<file path="src/lkt_pkg.sv">
package lkt_pkg;

	localparam int CAPACITY = 4;
	localparam int KEY_W = 32;
	localparam int CNT_W = $clog2(CAPACITY + 1);
	localparam int OCC_W = 3;

	typedef logic signed [KEY_W-1:0] key_t;
	typedef logic [CNT_W-1:0] cnt_t;
	typedef logic [OCC_W-1:0] occ_t;

	// carried from each cell to the next one toward the least recent end
	typedef struct packed {
		logic hit;
		key_t key;
	} link_t;

endpackage

</file>
<file path="src/lkt_req_if.sv">
interface lkt_req_if
	import lkt_pkg::*;
();
	logic valid;
	logic ready;
	key_t request_key;

	modport source (output valid, output request_key, input ready);
	modport sink (input valid, input request_key, output ready);
endinterface

</file>
<file path="src/lkt_rsp_if.sv">
interface lkt_rsp_if
	import lkt_pkg::*;
();
	logic valid;
	logic ready;
	logic hit;
	logic evicted;
	key_t evicted_key;
	occ_t occupancy;

	modport source (output valid, output hit, output evicted, output evicted_key,
		output occupancy, input ready);
	modport sink (input valid, input hit, input evicted, input evicted_key,
		input occupancy, output ready);
endinterface

</file>
<file path="src/lkt_cell.sv">
module lkt_cell
	import lkt_pkg::*;
(
	input  logic  clk,
	input  logic  advance,
	input  logic  live,
	input  key_t  request_key,
	input  link_t link_in,
	output link_t link_out
);

	key_t key_q;
	logic match;

	assign match = live && (key_q == request_key);

	assign link_out.hit = link_in.hit | match;
	assign link_out.key = key_q;

	// take the neighbor's key unless a more recent cell already matched
	always_ff @(posedge clk) begin
		if (advance && !link_in.hit) begin
			key_q <= link_in.key;
		end
	end

endmodule

</file>
<file path="src/lru_key_tracker.sv">
// LRU key tracker: holds up to CAPACITY 32-bit keys ordered from most to least
// recently used, in a row of cells, each holding one key. Each request compares
// its key against all held keys at once; on a hit the key moves to the front,
// on a miss it is inserted at the front and, with the row full, the key in the
// last cell is evicted and reported. One request is taken every cycle unless
// an untaken response waits; the response appears on the next cycle from an
// output register, and a new request is taken while that response waits as
// long as it is being taken in the same cycle. The per-cycle work is bounded
// by the hit chain through all CAPACITY cells. The store is empty after reset.
module lru_key_tracker
	import lkt_pkg::*;
(
	input logic clk,
	input logic arst_n,
	lkt_req_if.sink req,
	lkt_rsp_if.source rsp
);

	link_t chain [CAPACITY+1];
	logic  accept;
	logic  full;
	logic  miss_hit;
	cnt_t  count_q;
	cnt_t  count_next;

	logic rsp_valid_q;
	logic hit_q;
	logic evicted_q;
	key_t evicted_key_q;
	occ_t occupancy_q;

	assign req.ready = !rsp_valid_q || rsp.ready;
	assign accept = req.valid && req.ready;
	assign full = (count_q == cnt_t'(CAPACITY));

	assign chain[0].hit = 1'b0;
	assign chain[0].key = req.request_key;

	for (genvar i = 0; i < CAPACITY; i++) begin : g_cell
		lkt_cell u_cell (
			.clk         (clk),
			.advance     (accept),
			.live        (cnt_t'(i) < count_q),
			.request_key (req.request_key),
			.link_in     (chain[i]),
			.link_out    (chain[i+1])
		);
	end

	assign miss_hit = chain[CAPACITY].hit;

	always_comb begin
		count_next = count_q;
		if (!miss_hit && !full) begin
			count_next = count_q + cnt_t'(1);
		end
	end

	always_ff @(posedge clk or negedge arst_n) begin
		if (!arst_n) begin
			count_q <= '0;
			rsp_valid_q <= 1'b0;
		end else begin
			if (accept) begin
				count_q <= count_next;
				rsp_valid_q <= 1'b1;
			end else if (rsp.ready) begin
				rsp_valid_q <= 1'b0;
			end
		end
	end

	// hold the response until taken
	always_ff @(posedge clk) begin
		if (accept) begin
			hit_q <= miss_hit;
			evicted_q <= !miss_hit && full;
			evicted_key_q <= (!miss_hit && full) ? chain[CAPACITY].key : '0;
			occupancy_q <= occ_t'(count_next);
		end
	end

	assign rsp.valid = rsp_valid_q;
	assign rsp.hit = hit_q;
	assign rsp.evicted = evicted_q;
	assign rsp.evicted_key = evicted_key_q;
	assign rsp.occupancy = occupancy_q;

endmodule

</file>
<file path="src/flat_wrapper.sv">
// flat-port wrapper written by rule: the top's interface ports become plain ports
module lru_key_tracker_flat import lkt_pkg::*;
  (clk, arst_n, req_valid, req_request_key, req_ready, rsp_valid, rsp_hit, rsp_evicted, rsp_evicted_key, rsp_occupancy, rsp_ready);
  lkt_req_if req_i ();
  lkt_rsp_if rsp_i ();
  input logic clk;
  input logic arst_n;
  input wire logic [$bits(req_i.valid)-1:0] req_valid;
  input wire logic [$bits(req_i.request_key)-1:0] req_request_key;
  output wire logic [$bits(req_i.ready)-1:0] req_ready;
  output wire logic [$bits(rsp_i.valid)-1:0] rsp_valid;
  output wire logic [$bits(rsp_i.hit)-1:0] rsp_hit;
  output wire logic [$bits(rsp_i.evicted)-1:0] rsp_evicted;
  output wire logic [$bits(rsp_i.evicted_key)-1:0] rsp_evicted_key;
  output wire logic [$bits(rsp_i.occupancy)-1:0] rsp_occupancy;
  input wire logic [$bits(rsp_i.ready)-1:0] rsp_ready;
  assign req_i.valid = req_valid;
  assign req_i.request_key = req_request_key;
  assign req_ready = req_i.ready;
  assign rsp_valid = rsp_i.valid;
  assign rsp_hit = rsp_i.hit;
  assign rsp_evicted = rsp_i.evicted;
  assign rsp_evicted_key = rsp_i.evicted_key;
  assign rsp_occupancy = rsp_i.occupancy;
  assign rsp_i.ready = rsp_ready;
  lru_key_tracker u_core (.clk(clk), .arst_n(arst_n), .req(req_i), .rsp(rsp_i));
endmodule
</file>
<file path="config.mk">
export PLATFORM = sky130hd
export DESIGN_NAME = lru_key_tracker_flat
export DESIGN_NICKNAME = d
export VERILOG_FILES = /design/src/lkt_pkg.sv /design/src/lkt_req_if.sv /design/src/lkt_rsp_if.sv /design/src/lkt_cell.sv /design/src/lru_key_tracker.sv /design/src/flat_wrapper.sv
export SDC_FILE = /design/constraint.sdc
export NUM_CORES = 1
export LEC_CHECK = 0
export ABC_AREA = 1
export BUFFER_PORTS_ARGS = -buffer_cell sky130_fd_sc_hd__buf_2
export CAP_MARGIN = 25
export CORE_MARGIN = 4
export CORE_UTILIZATION = 60
export CTS_CLUSTER_DIAMETER = 40
export CTS_CLUSTER_SIZE = 40
export DETAILED_ROUTE_END_ITERATION = 12
export PLACE_DENSITY = 0.85
export REMOVE_ABC_BUFFERS = 1
export SETUP_SLACK_MARGIN = 0.15
export SLEW_MARGIN = 20
export SYNTH_ARGS = -nofsm -noshare
export SYNTH_HDL_FRONTEND = slang
export SYNTH_SLANG_ARGS = --single-unit
</file>
<file path="constraint.sdc">
create_clock -name clk -period 11.52 [get_ports clk]
set_input_delay 1.728 -clock clk [delete_from_list [all_inputs] [get_ports clk]]
set_output_delay 1.728 -clock clk [all_outputs]
set_load 0.02 [all_outputs]
</file>
==> results.cfg <==
[timing]
tightest_slew_ps = 923
finalCriticalPeriod_ps = 3820
fin_setup_tns_ps = 0
relSlewSlack_pct = 38.4
final_max_slew_viol_count = 0
fmax_ghz = 0.262
finalSetupViolations = 0
rsz0062_at_grt = no
hold_viol_final = 0
skew_ps = 11.1
min_period_over_period_pct = 33.2

[route]
remaining_drc_errors = 0
drtAntennaViolNets = 0
wire_per_inst_um = 18.1
drt-pass1-iter-count = 6
viasPerCell = 5.45
via_count = 5963
drtIter0Drc = 868
wl_um = 19800

[power]
leakagePower_nw = 4.16
p_per_area_mw_per_mm2 = 180
ir_drop_uv = 129

[synthesis]
yosysWarnings = 0
synth_area_sq_mm = 0.00793
synth_edf_count = 165
yosysSeqAreaShare_pct = 63.7
synthFlopType = edfxtp_1
synth-async-reset-ratio_pct = 2.37
synth.distinct_cells = 29
postSynthAreaPerCell_sq_um = 9.69
synth_cells = 818
ys_ff_latch = 169

[floorplan]
std_cell_rows = 41
die-area_sq_mm = 0.0151
start_util_pct = 62.1
dieHeight_um = 123
core_area_sq_mm = 0.0128
top_level_ports = 75
die_w_um = 123

[place]
detailed_place.area_sq_mm = 0.00850
dp_cells = 1062
gp_congestion = 0.947
port_buffers = 74
dp_hpwl_um = 13400

[grt]
grt_util_all_layers_pct = 27.7
grt_antenna_before_repair = 0
grt_max_degree = 70
grt_pass1_vias = 5713
grt_overflow = 0
grt_pass1_wl_um = 30100

[final_layout]
syn_to_final_growth_pct = 15.3
seq_area_sq_mm = 0.00505
multi_input_area_sq_mm = 0.00231
finish.utilization_pct = 71.6
n_antenna_cell = 0
fillers = 907
fin_area_sq_mm = 0.00914
fin_cells = 1094
layout_common_cells = nand2_1, edfxtp_1, inv_1
layout.nets = 947
drive_above_1_share_pct = 15.7
layout_commonest_cell = nand2_1

[job]
max_cap_violations = 0

[setup_path]
cp_data_arrival_time_ps = 2090
cp-start-kind = input pin
worstPathBufferInverterCount = 3
path_delay_family = buffers and inverters
path_class = in -> out
cp_common_cell = buf_2
endpoint_kind = primary output
worst_path_max_delay_cell = buf_2
worst_ep_required_time_ps = 9790
path_cells = buf_2 -> inv_1 -> nand2_1 -> buf_2
max_stage_delay_ps = 160
crit_fanout = 3

[clock_network]
clock_sinks = 169
h-tree-depth = 4
root_buffer = clkbuf_16
cts_tree = done
clk_latency_ps = 450
cts_buffers = 17
cts_hold_buffers = 0
clk_pin_slew_ps = 70
cts_setup_buffers = 0
cts_resized = 0
clockBufferDepth = 2

[run_status]
outcome = complete, no violations

[hold_path]
holdCritPathClass = reg -> reg
logic make-up after synthesis:
group / Yosys count / synth area share [%]
AO/OA/AOI/OAI: 30 / 1.99
XOR/XNOR: 41 / 4.53
adder cells (fa/ha/maj): 2 / 0.316
buffers and inverters: 143 / 7.13
flip-flops: 169 / 63.7
AND/OR/NAND/NOR: 433 / 22.3
flip-flops by register name (all words and copies together), names as in the netlist:
signal	flops
u_core.rsp.valid	1
u_core.rsp.evicted_key	32
u_core.rsp.hit	1
u_core.g_cell.u_cell.key_q	128
u_core.rsp.evicted	1
u_core.count_q	3
u_core.rsp.occupancy	3
routing by layer:
metal	vias to the layer above	share of wire, %	track usage (%)
li1	2739	-	-
met1	2740	38	37.1
met2	429	47	44.2
met3	55	12	7.55
met4	0	2.8	9.52
met5	-	0	0
cells in the mapped netlist, types with 3 or more instances:
library cell / count / share of area [%]
nand2_1: 288 / 14
edfxtp_1: 165 / 62
inv_1: 134 / 6.3
nor2_1: 90 / 4.3
xnor2_1: 28 / 3.1
nor2_2: 26 / 2.1
o21ai_0: 22 / 1.4
nand3_1: 14 / 0.88
xor2_1: 13 / 1.4
dfrtp_1: 4 / 1.3
buf_6: 3 / 0.43
inv_2: 3 / 0.14
o21ai_1: 3 / 0.19
worst reg2reg max path: stages (launching register included):
cell	delay, ps
dfrtp_1	490
nor2_2	260
nand2_1	90
nand2_1	90
nor2_1	50
nand3_1	110
nor2_1	80
nor2_2	90
nand2_1	80
nor2_2	610
buf_4	420
metrics by stage:
step                      power, mW  setup slack, ps  hold WS, ps
after global routing           1.70             7670          480
after global placement         1.01             7500          430
final                          1.64             7700          463
after CTS                      1.64             7690          474
after detailed placement       1.02             7450          457
after floorplan               0.936             5890          426
report_power, final:
| part | total [mW] | internal (mW) | switching, mW |
|---|---|---|---|
| Combinational | 0.241 | 0.0725 | 0.168 |
| Sequential | 0.778 | 0.744 | 0.0338 |
| Clock | 0.624 | 0.391 | 0.233 |
| Total | 1.64 | 1.21 | 0.435 |
cell type report:
cell class / count / share of cell area, %
inverters: 137 / 5.62
clock inverters: 7 / 1.51
multi-input cells: 506 / 25.3
well taps: 172 / 2.35
flip-flops and latches: 169 / 55.3
repair buffers: 78 / 4.38
clock buffers: 25 / 5.53
path summary, 6_finish.rpt:
path / startpoint / to / slack [ps] / depth (start not counted)
max: rsp_ready / req_ready / 7700 / 4
min: u_core.g_cell[2].u_cell.key_q[20] / u_core.g_cell[3].u_cell.key_q[20] / 460 / 0
max reg2reg: u_core.count_q[2] / u_core.g_cell[3].u_cell.key_q[1] / 8820 / 10
min reg2reg: u_core.g_cell[2].u_cell.key_q[20] / u_core.g_cell[3].u_cell.key_q[20] / 460 / 0
max in group asynchronous: arst_n / u_core.count_q[0] / 10320 / 1
min in group asynchronous: arst_n / u_core.count_q[1] / 1070 / 1
(Power assumes the default switching activity.)
